### config.mk
export PLATFORM = sky130hd
export DESIGN_NAME = base64_stream_encoder
export DESIGN_NICKNAME = d
export VERILOG_FILES = /design/src/design/b64_pkg.sv /design/src/design/b64_front.sv /design/src/design/b64_queue.sv /design/src/design/b64_back.sv /design/src/design/base64_stream_encoder.sv
export SDC_FILE = /design/constraint.sdc
export NUM_CORES = 1
export LEC_CHECK = 0
export BUFFER_PORTS_ARGS = -buffer_cell sky130_fd_sc_hd__buf_2
export CORE_UTILIZATION = 54
export CTS_CLUSTER_SIZE = 24
export DETAILED_ROUTE_END_ITERATION = 10
export GPL_TIMING_DRIVEN = 0
export PLACE_DENSITY_LB_ADDON = 0.08
export SLEW_MARGIN = 20
export SYNTH_ARGS = -nofsm -noshare
export SYNTH_HDL_FRONTEND = slang
export SYNTH_SLANG_ARGS = --single-unit
### constraint.sdc
create_clock -name clk -period 2.5 [get_ports clk]
set_input_delay 0.125 -clock clk [delete_from_list [all_inputs] [get_ports clk]]
set_output_delay 0.125 -clock clk [all_outputs]
set_load 0.01 [all_outputs]
### src/design/b64_pkg.sv
`timescale 1ns / 1ps
// ----------------------------------------------------------------------------
// b64_pkg: shared types and constants of the base64 stream encoder
// Holds the command word passed from the front end to the emitter and the
// character mapping of the standard and url-safe alphabets.
// ----------------------------------------------------------------------------
package b64_pkg;

    localparam int unsigned BYTE_W  = 8;
    localparam int unsigned IDX_W   = 6;
    localparam int unsigned SLOTS   = 4;
    localparam int unsigned SLOT_W  = 2;

    localparam logic [BYTE_W-1:0] CHAR_PAD     = 8'h3D; // '='
    localparam logic [BYTE_W-1:0] CHAR_UPPER_A = 8'h41; // 'A'
    localparam logic [BYTE_W-1:0] CHAR_LOWER_A = 8'h61; // 'a'
    localparam logic [BYTE_W-1:0] CHAR_ZERO    = 8'h30; // '0'
    localparam logic [BYTE_W-1:0] CHAR_PLUS    = 8'h2B; // '+'
    localparam logic [BYTE_W-1:0] CHAR_SLASH   = 8'h2F; // '/'
    localparam logic [BYTE_W-1:0] CHAR_MINUS   = 8'h2D; // '-'
    localparam logic [BYTE_W-1:0] CHAR_UNDER   = 8'h5F; // '_'

    localparam logic [IDX_W-1:0] IDX_LOWER_BASE = 6'd26;
    localparam logic [IDX_W-1:0] IDX_DIGIT_BASE = 6'd52;
    localparam logic [IDX_W-1:0] IDX_PLUS       = 6'd62;
    localparam logic [IDX_W-1:0] IDX_SLASH      = 6'd63;

    // position of a byte inside its 3-byte group
    typedef enum logic [1:0] {
        PHASE_0 = 2'd0,
        PHASE_1 = 2'd1,
        PHASE_2 = 2'd2
    } b64_phase_t;

    // one byte worth of output characters
    typedef struct packed {
        logic [SLOTS-1:0][IDX_W-1:0] idx;      // 6-bit symbol per slot
        logic [SLOTS-1:0]            pad;      // slot emits '='
        logic [SLOT_W-1:0]           last_pos; // final slot in use
        logic                        fin;      // message ends here
    } b64_cmd_t;

    // map a 6-bit symbol to its ascii character
    function automatic logic [BYTE_W-1:0] b64_sym(input logic [IDX_W-1:0] idx,
                                                   input logic url);
        logic [BYTE_W-1:0] idx_ext;
        logic [BYTE_W-1:0] ch;
        idx_ext = {2'b00, idx};
        if (idx < IDX_LOWER_BASE)
            ch = CHAR_UPPER_A + idx_ext;
        else if (idx < IDX_DIGIT_BASE)
            ch = CHAR_LOWER_A + idx_ext - {2'b00, IDX_LOWER_BASE};
        else if (idx < IDX_PLUS)
            ch = CHAR_ZERO + idx_ext - {2'b00, IDX_DIGIT_BASE};
        else if (idx == IDX_PLUS)
            ch = url ? CHAR_MINUS : CHAR_PLUS;
        else
            ch = url ? CHAR_UNDER : CHAR_SLASH;
        return ch;
    endfunction

endpackage

### src/design/b64_front.sv
`timescale 1ns / 1ps
// ----------------------------------------------------------------------------
// b64_front: byte intake and group tracking
// Accepts raw bytes, tracks the group phase and leftover bits, and turns
// each byte into a command listing the characters it produces.
// ----------------------------------------------------------------------------
module b64_front (
    input  logic                        clk,
    input  logic                        rst_n,
    input  logic                        s_tvalid,
    output logic                        s_tready,
    input  logic [b64_pkg::BYTE_W-1:0]  s_tdata,
    input  logic                        s_tlast,
    input  logic                        q_full,
    output logic                        q_push,
    output b64_pkg::b64_cmd_t           q_cmd
);

    b64_pkg::b64_phase_t phase_reg, phase_next;
    logic [3:0]          carry_reg, carry_next;

    assign s_tready = !q_full;
    assign q_push   = s_tvalid && !q_full;

    // next group state
    always_comb
    begin
        phase_next = phase_reg;
        carry_next = carry_reg;
        unique case (phase_reg)
            b64_pkg::PHASE_1:
            begin
                if (s_tlast)
                begin
                    phase_next = b64_pkg::PHASE_0;
                    carry_next = '0;
                end
                else
                begin
                    phase_next = b64_pkg::PHASE_2;
                    carry_next = s_tdata[3:0];
                end
            end
            b64_pkg::PHASE_2:
            begin
                phase_next = b64_pkg::PHASE_0;
                carry_next = '0;
            end
            default:
            begin
                if (s_tlast)
                begin
                    phase_next = b64_pkg::PHASE_0;
                    carry_next = '0;
                end
                else
                begin
                    phase_next = b64_pkg::PHASE_1;
                    carry_next = {2'b00, s_tdata[1:0]};
                end
            end
        endcase
    end

    // command for the characters of this byte
    always_comb
    begin
        q_cmd     = '0;
        q_cmd.fin = s_tlast;
        unique case (phase_reg)
            b64_pkg::PHASE_1:
            begin
                q_cmd.idx[0] = {carry_reg[1:0], s_tdata[7:4]};
                if (s_tlast)
                begin
                    q_cmd.idx[1]   = {s_tdata[3:0], 2'b00};
                    q_cmd.pad[2]   = 1'b1;
                    q_cmd.last_pos = 2'd2;
                end
                else
                begin
                    q_cmd.last_pos = 2'd0;
                end
            end
            b64_pkg::PHASE_2:
            begin
                q_cmd.idx[0]   = {carry_reg, s_tdata[7:6]};
                q_cmd.idx[1]   = s_tdata[5:0];
                q_cmd.last_pos = 2'd1;
            end
            default:
            begin
                q_cmd.idx[0] = s_tdata[7:2];
                if (s_tlast)
                begin
                    q_cmd.idx[1]   = {s_tdata[1:0], 4'b0000};
                    q_cmd.pad[2]   = 1'b1;
                    q_cmd.pad[3]   = 1'b1;
                    q_cmd.last_pos = 2'd3;
                end
                else
                begin
                    q_cmd.last_pos = 2'd0;
                end
            end
        endcase
    end

    // group state advances on each accepted byte
    always_ff @(posedge clk or negedge rst_n)
    begin
        if (!rst_n)
        begin
            phase_reg <= b64_pkg::PHASE_0;
            carry_reg <= '0;
        end
        else if (q_push)
        begin
            phase_reg <= phase_next;
            carry_reg <= carry_next;
        end
    end

    // leftover bits stay within the width the phase allows
    assert property (@(posedge clk) disable iff (!rst_n)
        (phase_reg == b64_pkg::PHASE_1) |-> (carry_reg[3:2] == 2'b00))
        else $error("carry holds more than two bits in phase one");

    // a final byte always closes the group
    assert property (@(posedge clk) disable iff (!rst_n)
        (q_push && s_tlast) |=> (phase_reg == b64_pkg::PHASE_0) && (carry_reg == '0))
        else $error("group state not cleared after final byte");

endmodule

### src/design/b64_queue.sv
`timescale 1ns / 1ps
// ----------------------------------------------------------------------------
// b64_queue: command queue between intake and emitter
// Small register fifo so the intake and the emitter stall independently.
// ----------------------------------------------------------------------------
module b64_queue #(
    parameter int unsigned DEPTH = 2
) (
    input  logic               clk,
    input  logic               rst_n,
    input  logic               push,
    input  b64_pkg::b64_cmd_t  push_cmd,
    output logic               full,
    input  logic               pop,
    output logic               not_empty,
    output b64_pkg::b64_cmd_t  head_cmd
);

    localparam int unsigned PTR_W = $clog2(DEPTH);
    localparam int unsigned CNT_W = $clog2(DEPTH + 1);
    localparam logic [PTR_W-1:0] PTR_LAST = PTR_W'(DEPTH - 1);
    localparam logic [CNT_W-1:0] CNT_FULL = CNT_W'(DEPTH);

    b64_pkg::b64_cmd_t  slot_reg [DEPTH];
    logic [PTR_W-1:0]   wr_ptr_reg, wr_ptr_next;
    logic [PTR_W-1:0]   rd_ptr_reg, rd_ptr_next;
    logic [CNT_W-1:0]   count_reg, count_next;

    assign full      = (count_reg == CNT_FULL);
    assign not_empty = (count_reg != '0);
    assign head_cmd  = slot_reg[rd_ptr_reg];

    // pointer and fill count updates
    always_comb
    begin
        wr_ptr_next = wr_ptr_reg;
        rd_ptr_next = rd_ptr_reg;
        count_next  = count_reg;
        if (push)
            wr_ptr_next = (wr_ptr_reg == PTR_LAST) ? '0 : wr_ptr_reg + 1'b1;
        if (pop)
            rd_ptr_next = (rd_ptr_reg == PTR_LAST) ? '0 : rd_ptr_reg + 1'b1;
        if (push && !pop)
            count_next = count_reg + 1'b1;
        else if (pop && !push)
            count_next = count_reg - 1'b1;
    end

    always_ff @(posedge clk or negedge rst_n)
    begin
        if (!rst_n)
        begin
            wr_ptr_reg <= '0;
            rd_ptr_reg <= '0;
            count_reg  <= '0;
        end
        else
        begin
            wr_ptr_reg <= wr_ptr_next;
            rd_ptr_reg <= rd_ptr_next;
            count_reg  <= count_next;
        end
    end

    // payload storage
    always_ff @(posedge clk)
    begin
        if (push)
            slot_reg[wr_ptr_reg] <= push_cmd;
    end

    // no write into a full queue, no read from an empty one
    assert property (@(posedge clk) disable iff (!rst_n)
        !(push && full) && !(pop && !not_empty))
        else $error("queue overflow or underflow");

    assert property (@(posedge clk) disable iff (!rst_n)
        count_reg <= CNT_FULL)
        else $error("queue count out of range");

endmodule

### src/design/b64_back.sv
`timescale 1ns / 1ps
// ----------------------------------------------------------------------------
// b64_back: character emitter
// Walks the slots of each command, one character per cycle unless m_tready
// stalls; maps symbols through the selected alphabet into an output register.
// ----------------------------------------------------------------------------
module b64_back (
    input  logic                        clk,
    input  logic                        rst_n,
    input  logic                        url_safe,
    input  logic                        q_valid,
    input  b64_pkg::b64_cmd_t           q_cmd,
    output logic                        q_pop,
    output logic                        m_tvalid,
    input  logic                        m_tready,
    output logic [b64_pkg::BYTE_W-1:0]  m_tdata,
    output logic                        m_tlast
);

    b64_pkg::b64_cmd_t                cur_reg, cur_next;
    logic                             cur_valid_reg, cur_valid_next;
    logic [b64_pkg::SLOT_W-1:0]       pos_reg, pos_next;
    logic                             out_valid_reg, out_valid_next;
    logic [b64_pkg::BYTE_W-1:0]       out_char_reg, out_char_next;
    logic                             out_last_reg, out_last_next;

    logic advance;
    logic at_end;
    logic load;

    // output register frees up when empty or being taken
    assign advance = cur_valid_reg && (!out_valid_reg || m_tready);
    assign at_end  = (pos_reg == cur_reg.last_pos);
    assign load    = !cur_valid_reg || (advance && at_end);
    assign q_pop   = load && q_valid;

    assign m_tvalid = out_valid_reg;
    assign m_tdata  = out_char_reg;
    assign m_tlast  = out_last_reg;

    // slot walk and command reload
    always_comb
    begin
        cur_next       = cur_reg;
        cur_valid_next = cur_valid_reg;
        pos_next       = pos_reg;
        if (load)
        begin
            cur_next       = q_cmd;
            cur_valid_next = q_valid;
            pos_next       = '0;
        end
        else if (advance)
        begin
            pos_next = pos_reg + 1'b1;
        end
    end

    // character for the current slot
    always_comb
    begin
        out_valid_next = out_valid_reg && !m_tready;
        out_char_next  = out_char_reg;
        out_last_next  = out_last_reg;
        if (advance)
        begin
            out_valid_next = 1'b1;
            out_char_next  = cur_reg.pad[pos_reg] ? b64_pkg::CHAR_PAD
                           : b64_pkg::b64_sym(cur_reg.idx[pos_reg], url_safe);
            out_last_next  = at_end && cur_reg.fin;
        end
    end

    always_ff @(posedge clk or negedge rst_n)
    begin
        if (!rst_n)
        begin
            cur_valid_reg <= 1'b0;
            pos_reg       <= '0;
            out_valid_reg <= 1'b0;
        end
        else
        begin
            cur_valid_reg <= cur_valid_next;
            pos_reg       <= pos_next;
            out_valid_reg <= out_valid_next;
        end
    end

    always_ff @(posedge clk)
    begin
        cur_reg      <= cur_next;
        out_char_reg <= out_char_next;
        out_last_reg <= out_last_next;
    end

    // slot position never runs past the command
    assert property (@(posedge clk) disable iff (!rst_n)
        cur_valid_reg |-> (pos_reg <= cur_reg.last_pos))
        else $error("slot position beyond last slot");

    // a last character always comes from a final command's last slot
    assert property (@(posedge clk) disable iff (!rst_n)
        (advance && !(at_end && cur_reg.fin)) |=> !out_last_reg)
        else $error("last mark on an inner character");

endmodule

### src/design/base64_stream_encoder.sv
`timescale 1ns / 1ps
// ----------------------------------------------------------------------------
// base64_stream_encoder: streaming base64 encoder
// Raw bytes in, base64 characters out, with padding on the final byte.
//
//  channel   dir  tdata          tuser/tlast      notes
//  s_*       in   [7:0] byte     tlast = final    one byte per transaction
//  m_*       out  [7:0] ascii    tlast = last     one character per transaction
//  cfg_*     in   cfg_wdata[0]   -                url-safe alphabet select
//
// Each byte yields 1 to 4 characters; the emitter sends one character per
// cycle while m_tready accepts them. Intake takes a byte per cycle while the
// command queue has room. Reset clears the group state, queue and output
// register; the alphabet select resets to standard. Output stalls back up
// through the queue into s_tready.
// ----------------------------------------------------------------------------
module base64_stream_encoder #(
    parameter int unsigned QUEUE_DEPTH = 2
) (
    input  logic        clk,
    input  logic        rst_n,
    input  logic        s_tvalid,
    output logic        s_tready,
    input  logic [7:0]  s_tdata,   // [7:0] data_byte
    input  logic        s_tlast,
    output logic        m_tvalid,
    input  logic        m_tready,
    output logic [7:0]  m_tdata,   // [7:0] out_char
    output logic        m_tlast,
    input  logic        cfg_we,
    input  logic        cfg_wdata
);

    logic                url_safe_reg;
    logic                q_full;
    logic                q_push;
    logic                q_pop;
    logic                q_valid;
    b64_pkg::b64_cmd_t   push_cmd;
    b64_pkg::b64_cmd_t   head_cmd;

    // alphabet select register
    always_ff @(posedge clk or negedge rst_n)
    begin
        if (!rst_n)
            url_safe_reg <= 1'b0;
        else if (cfg_we)
            url_safe_reg <= cfg_wdata;
    end

    b64_front u_front (
        .clk      (clk),
        .rst_n    (rst_n),
        .s_tvalid (s_tvalid),
        .s_tready (s_tready),
        .s_tdata  (s_tdata),
        .s_tlast  (s_tlast),
        .q_full   (q_full),
        .q_push   (q_push),
        .q_cmd    (push_cmd)
    );

    b64_queue #(
        .DEPTH (QUEUE_DEPTH)
    ) u_queue (
        .clk       (clk),
        .rst_n     (rst_n),
        .push      (q_push),
        .push_cmd  (push_cmd),
        .full      (q_full),
        .pop       (q_pop),
        .not_empty (q_valid),
        .head_cmd  (head_cmd)
    );

    b64_back u_back (
        .clk      (clk),
        .rst_n    (rst_n),
        .url_safe (url_safe_reg),
        .q_valid  (q_valid),
        .q_cmd    (head_cmd),
        .q_pop    (q_pop),
        .m_tvalid (m_tvalid),
        .m_tready (m_tready),
        .m_tdata  (m_tdata),
        .m_tlast  (m_tlast)
    );

endmodule
**Word level (Yosys, flattened, before mapping)**

Memory sizes are Yosys's and may differ from the RTL's. A register that Yosys moved wholly into a read port is not among the register bits.
Cells that the tools add are included.

- Output and inout bits: 11
- Word-level logic and storage cells: 88
- Register bits after elaboration: 40
- RAM bits: 34
- Memories: 1
- Input port bits: 15

Memories:

| name | depth | bits a word | read ports | clocked after memory_dff | write ports | line | RTL |
|---|---|---|---|---|---|---|---|
| u_queue.slot_reg | 2 | 17 | 1 | 1 | 1 | b64_queue.sv:24 | `b64_pkg::b64_cmd_t slot_reg [DEPTH];` |

- Muxes and demuxes: 34
- Equal/unequal tests: 5
- Reductions and logical operators: 20
- $add $sub $neg: 10
- Magnitude comparators: 4

Operator list:

| kind | count |
|---|---|
| 2-to-1 mux 8 bit | 4 |
| one-hot mux 12 bit (2 select lines) | 1 |
| 2-to-1 mux 6 bit | 3 |
| adder 7 x 6 -> 8 bit (first input constant) | 2 |
| 2-to-1 mux 2 bit | 8 |
| binary-select mux 6 bit (select 2 bit) | 1 |
| < comparator 6 bit (second input constant) | 2 |
| 2-to-1 mux 1 bit | 9 |
| logical AND 1 bit | 8 |
| one-hot mux 2 bit (2 select lines) | 2 |
| one-hot mux 4 bit (2 select lines) | 1 |
| subtractor 8 x 5 -> 8 bit (second input constant) | 1 |
| subtractor 8 x 6 -> 8 bit (second input constant) | 1 |
| adder 6 x 6 -> 7 bit (first input constant) | 1 |
| 2-to-1 mux 7 bit | 1 |
| == test 6 bit (second input constant) | 1 |
| zero test 1 bit | 6 |
| < comparator 6 x 5 -> 1 bit (second input constant) | 1 |
| nonzero test 2 bit | 3 |
| adder 2 x 1 -> 2 bit (second input constant) | 2 |
| == test 2 bit (second input constant) | 2 |
| 2-to-1 mux 4 bit | 1 |
| < comparator 2 x 3 -> 1 bit (second input constant) | 1 |
| 2-to-1 mux 3 bit | 1 |
| other kinds (8) | 10 |

**Longest topological paths before layout**

- Depth after elaboration: 9
- Gate-level depth with buffers: 12
- Mapped depth without buffers: 9

**By module**

A second synthesis with hierarchy kept.

- Cells, all modules: 339
- Area total of the unflattened synthesis: 5342.6 um2

Modules (own cells, without submodules):

| module | times used | seq. area each (um2) | cells an instance | area an instance (um2) |
|---|---|---|---|---|
| b64_queue | 1 | 1961.9 | 113 | 2580.0 |
| b64_back | 1 | 1301.2 | 139 | 2034.5 |
| b64_front | 1 | 150.1 | 85 | 688.2 |
| base64_stream_encoder | 1 | 25.0 | 2 | 40.0 |

**Worst setup path before layout**

OpenSTA, ideal clock, no wires.

- Kind: register to register
- Start: register u_back.pos_reg[0] (netlist bit)
- End: register u_back.out_char_reg (netlist bit u_back.m_tdata[2]) (data pin)
- Data required time: 2.370 ns
- Path buffers: 3
- Cell stages (with the launch flop): 13
- Slack: -0.245 ns
- Setup time: 0.130 ns
- Arrival time: 2.615 ns
- Clock period less this slack: 2.745 ns
- Cells stage by stage: dfrtp_1 > buf_6 > mux2i_1 > or2_2 > clkbuf_1 > inv_1 > ha_1 > clkbuf_1 > nand2_1 > nor3_1 > o21ai_0 > a2111oi_2 > a211o_1

- Longest elaborated chain between the ends: 7
- Elaborated cells on any way between the ends: 17
- Classes of those cells: add/sub: 5; order compare: 3; eq/ne: 1; mux: 8

Ends and longest elaborated chain:

| what | line | RTL |
|---|---|---|
| start, declared | b64_back.sv:22 | `logic [b64_pkg::SLOT_W-1:0] pos_reg, pos_next;` |
| start signal, assigned | b64_back.sv:85 | `pos_reg <= pos_next;` |
| binary-select mux 6 bit (select 2 bit) | b64_back.sv:69 | `: b64_pkg::b64_sym(cur_reg.idx[pos_reg], url_safe);` |
| 2-to-1 mux 6 bit (implied by the code) | b64_back.sv:69 |  |
| adder 6 x 6 -> 7 bit / == test 6 bit (equally long branches) | b64_pkg.sv:54, b64_pkg.sv:55 |  |
| subtractor 8 x 6 -> 8 bit / 2-to-1 mux 8 bit (equally long branches) | b64_pkg.sv:54, b64_pkg.sv:55 |  |
| 2-to-1 mux 8 bit | b64_pkg.sv:53 | `else if (idx < IDX_PLUS)` |
| 2-to-1 mux 8 bit | b64_pkg.sv:51 | `else if (idx < IDX_DIGIT_BASE)` |
| 2-to-1 mux 8 bit | b64_pkg.sv:49 | `if (idx < IDX_LOWER_BASE)` |
| end signal, assigned | b64_back.sv:93 | `out_char_reg <= out_char_next;` |
| end, declared | b64_back.sv:24 | `logic [b64_pkg::BYTE_W-1:0] out_char_reg, out_char_next;` |

Several ways; a longest one is shown, not always the timed one. The select of a mux whose other input is x is not followed.
A chain may end at the register's enable or synchronous reset.

**Worst setup path after layout**

- Start: register u_back.pos_reg[0] (netlist bit)
- End: register u_back.out_char_reg (netlist bit u_back.m_tdata[0]) (data pin)

The elaborated chain is that of the path after synthesis.

==> results.cfg <==
[placed_design]
gp_congestion = 0.869
dp_hpwl_um = 4850
port_buffers = 25

[yosys]
synth.cell_area_mm2 = 0.00369
syn_area_per_cell_um2 = 12.8
synth_cell_type_count = 53
yosysSeqAreaShare_pct = 59.0
synthFlopType = edfxtp_1
syn_nets = 316
yosys_register_bits = 75
synth_edf_count = 60
async_reset_ff_share_pct = 20.0
synthCells = 288
ys_warn_count = 0

[timing]
finalCritPeriodShare_pct = 98.0
hold_violations = 0
hold_slack_ns = 0.0345
slew_viol_final = 0
relSlewSlack_pct = 49.3
setup_viol = 0
tightestPinTransition_ns = 0.761
finClkSkew_ns = 0.0127
fmax_ghz = 0.408
period_minus_slack_ns = 2.45

[worst_setup_path]
required_ns = 2.58
cp.arrival_ns = 2.53
critPathMaxStageDelay_ns = 0.39
path_buf_inv = 4
critPathCaptureType = flop
crit_family = compound AO/OA/AOI/OAI gates
crit_chain = buf_6, buf_8, mux2i_2, nor2_2, buf_4, ha_4, clkbuf_8, and2_4, a311o_1, a21oi_2, a311o_1
cp_common_cell = a311o_1
worst-path-max-fanout = 8
start_kind = flop
cp_slowest_cell = dfrtp_1
critical_path_class = reg2reg

[drt]
drt_wl_total_um = 7690
drc_errors = 0
routed_via_density = 5.91
wl_per_cell_um = 18.1
vias = 2504
ant_nets = 0
drtIter0Drc = 103
drtPass1Iterations = 6

[die]
die_h_um = 84.7
design.core.area_mm2 = 0.00646
die_area_mm2 = 0.00717
start_util_pct = 57.1
die_w_um = 84.7
num_rows = 29
pin_count = 26

[outcome]
status = finished clean

[grt]
grt_use_total_pct = 21.9
grt_pass1_wl_um = 11800
grt_overflow = 0
antenna_found_initial = 0
grt_max_degree = 22
grt_pass1_vias = 2456

[layout]
drive_gt1_share_pct = 34.6
final_common_cell = edfxtp_1
seqCellArea_mm2 = 0.00218
fin_nets = 370
largest_reg_flops = 34
area_growth_pct = 21.7
final_util_pct = 69.5
final_cell_mix = edfxtp_1, buf_2, mux2_2, nand2_1, dfrtp_1
diodes = 0
multi_input_area_mm2 = 0.00158
fillers = 476

[power]
vdd_drop_max_mv = 0.729
totalPowerFinal_mw = 6.53
p_leak_nw = 1.69
powerDensity_mw_per_mm2 = 1450

[worst_hold_path]
hold_class = in2reg

[clocking]
clk_latency_ns = 0.33
cts_tree = yes
cts_sinks = 75
cts_made_buffers = 9
path_clk_slew_ns = 0.08
cts_root_buf = clkbuf_8
cts_buffer_depth = 2
htreeDepth = 3

[run]
max-cap-violations = 0
## stage by stage
stage | cells | setup TNS [ns] | setup slack, ns | cell area (um^2)
2_1_floorplan | 288 | -0.0185 | -0.0185 | 3700
3_3_place_gp | 390 | -3.07 | -0.429 | 3920
3_5_place_dp | 391 | -3.11 | -0.418 | 3940
4_1_cts | 420 | -0.0146 | -0.0146 | 4320
5_1_grt | 424 | -0.187 | -0.0495 | 4490
6_report | 424 | 0 | 0.0488 | 4490
## routing by layer
metal  GRT usage [%]  vias to the layer above  routed length [um]
li1                -                     1193                   -
met1            25.7                     1215                3280
met2            38.6                       75                3970
met3            5.51                       21                 251
met4            8.94                        0                 189
met5               0                        -                   0
## synthesized netlist by cell type (2+ instances only)
| cell | number | area [um^2] |
|---|---|---|
| edfxtp_1 | 60 | 1800 |
| mux2_2 | 21 | 236 |
| nor2_1 | 18 | 67.6 |
| nand2_1 | 17 | 63.8 |
| dfrtp_1 | 15 | 375 |
| ha_1 | 13 | 163 |
| clkbuf_1 | 11 | 41.3 |
| o21ai_0 | 11 | 55.1 |
| inv_1 | 10 | 37.5 |
| nor3_1 | 10 | 50.1 |
| xnor2_1 | 10 | 87.6 |
| a22oi_1 | 7 | 52.6 |
| and2_1 | 6 | 37.5 |
| nand2b_1 | 6 | 37.5 |
| mux2i_1 | 5 | 50.1 |
| nand3_1 | 5 | 25.0 |
| a21oi_1 | 4 | 20.0 |
| a22o_1 | 4 | 35.0 |
| a32oi_1 | 4 | 35.0 |
| nor2b_1 | 4 | 25.0 |
| nand3b_1 | 3 | 22.5 |
| a211o_1 | 2 | 17.5 |
| a211oi_1 | 2 | 15.0 |
| a311o_1 | 2 | 20.0 |
| a31oi_1 | 2 | 12.5 |
| and3_1 | 2 | 12.5 |
| buf_6 | 2 | 22.5 |
| nor3b_1 | 2 | 15.0 |
| nor4_1 | 2 | 12.5 |
| o21ai_1 | 2 | 10.0 |
| o2bb2ai_1 | 2 | 17.5 |
| o31a_1 | 2 | 17.5 |
| xor2_1 | 2 | 17.5 |
## final timing paths
kind,startpoint,end,slack (ns),cells after the start
max in group asynchronous,rst_n,u_back.pos_reg[1],1.99,2
worst min-delay path,cfg_we,url_safe_reg,0.03,2
worst min register to register,u_queue.wr_ptr_reg,u_queue.wr_ptr_reg,0.51,1
worst max register to register,u_back.pos_reg[0],u_back.m_tdata[0],0.05,11
min in group asynchronous,rst_n,u_back.cur_valid_reg,0.23,2
worst max-delay path,u_back.pos_reg[0],u_back.m_tdata[0],0.05,11
## cell type report
cell class,count,share of cell area [%]
inverter,11,1.06
sequential,75,48.5
tap,77,2.15
clock buffer,11,2.93
buffer,13,2.06
clock inverter,5,1.76
multi-input combinational,188,35.2
timing repair buffer,44,6.41
## power by group
part           leakage, nW  switching (mW)  internal, mW  total [mW]
combinational        0.830            1.85          1.49        3.33
sequential           0.748           0.204          2.01        2.22
clock                0.107           0.412         0.561       0.973
## what timing repair did
item | 4_1_cts | 5_1_grt
pin swaps | 7 | 10
setup buffers | 14 | 2
cloned | 0 | 1
endpoints found under the setup margin | 10 | 9
gates resized for setup | 22 | 34
hold buffers | 1 | 1
endpoints found under the hold margin | 15 | 1
## cells by family (layout without fill, tap and decap cells)
kind of cell             count (synthesis)  in the layout  share of synthesized area [%]
AO/OA/AOI/OAI                           57             57                           12.1
XOR/XNOR                                12             12                           2.85
adder cells (fa/ha/maj)                 13             13                           4.41
buffers and inverters                   26             84                           3.15
flip-flops                              75             75                           59.0
multiplexers                            26             26                           7.77
AND/OR/NAND/NOR                         79             80                           10.7
Power figures use the tool's default switching activity.
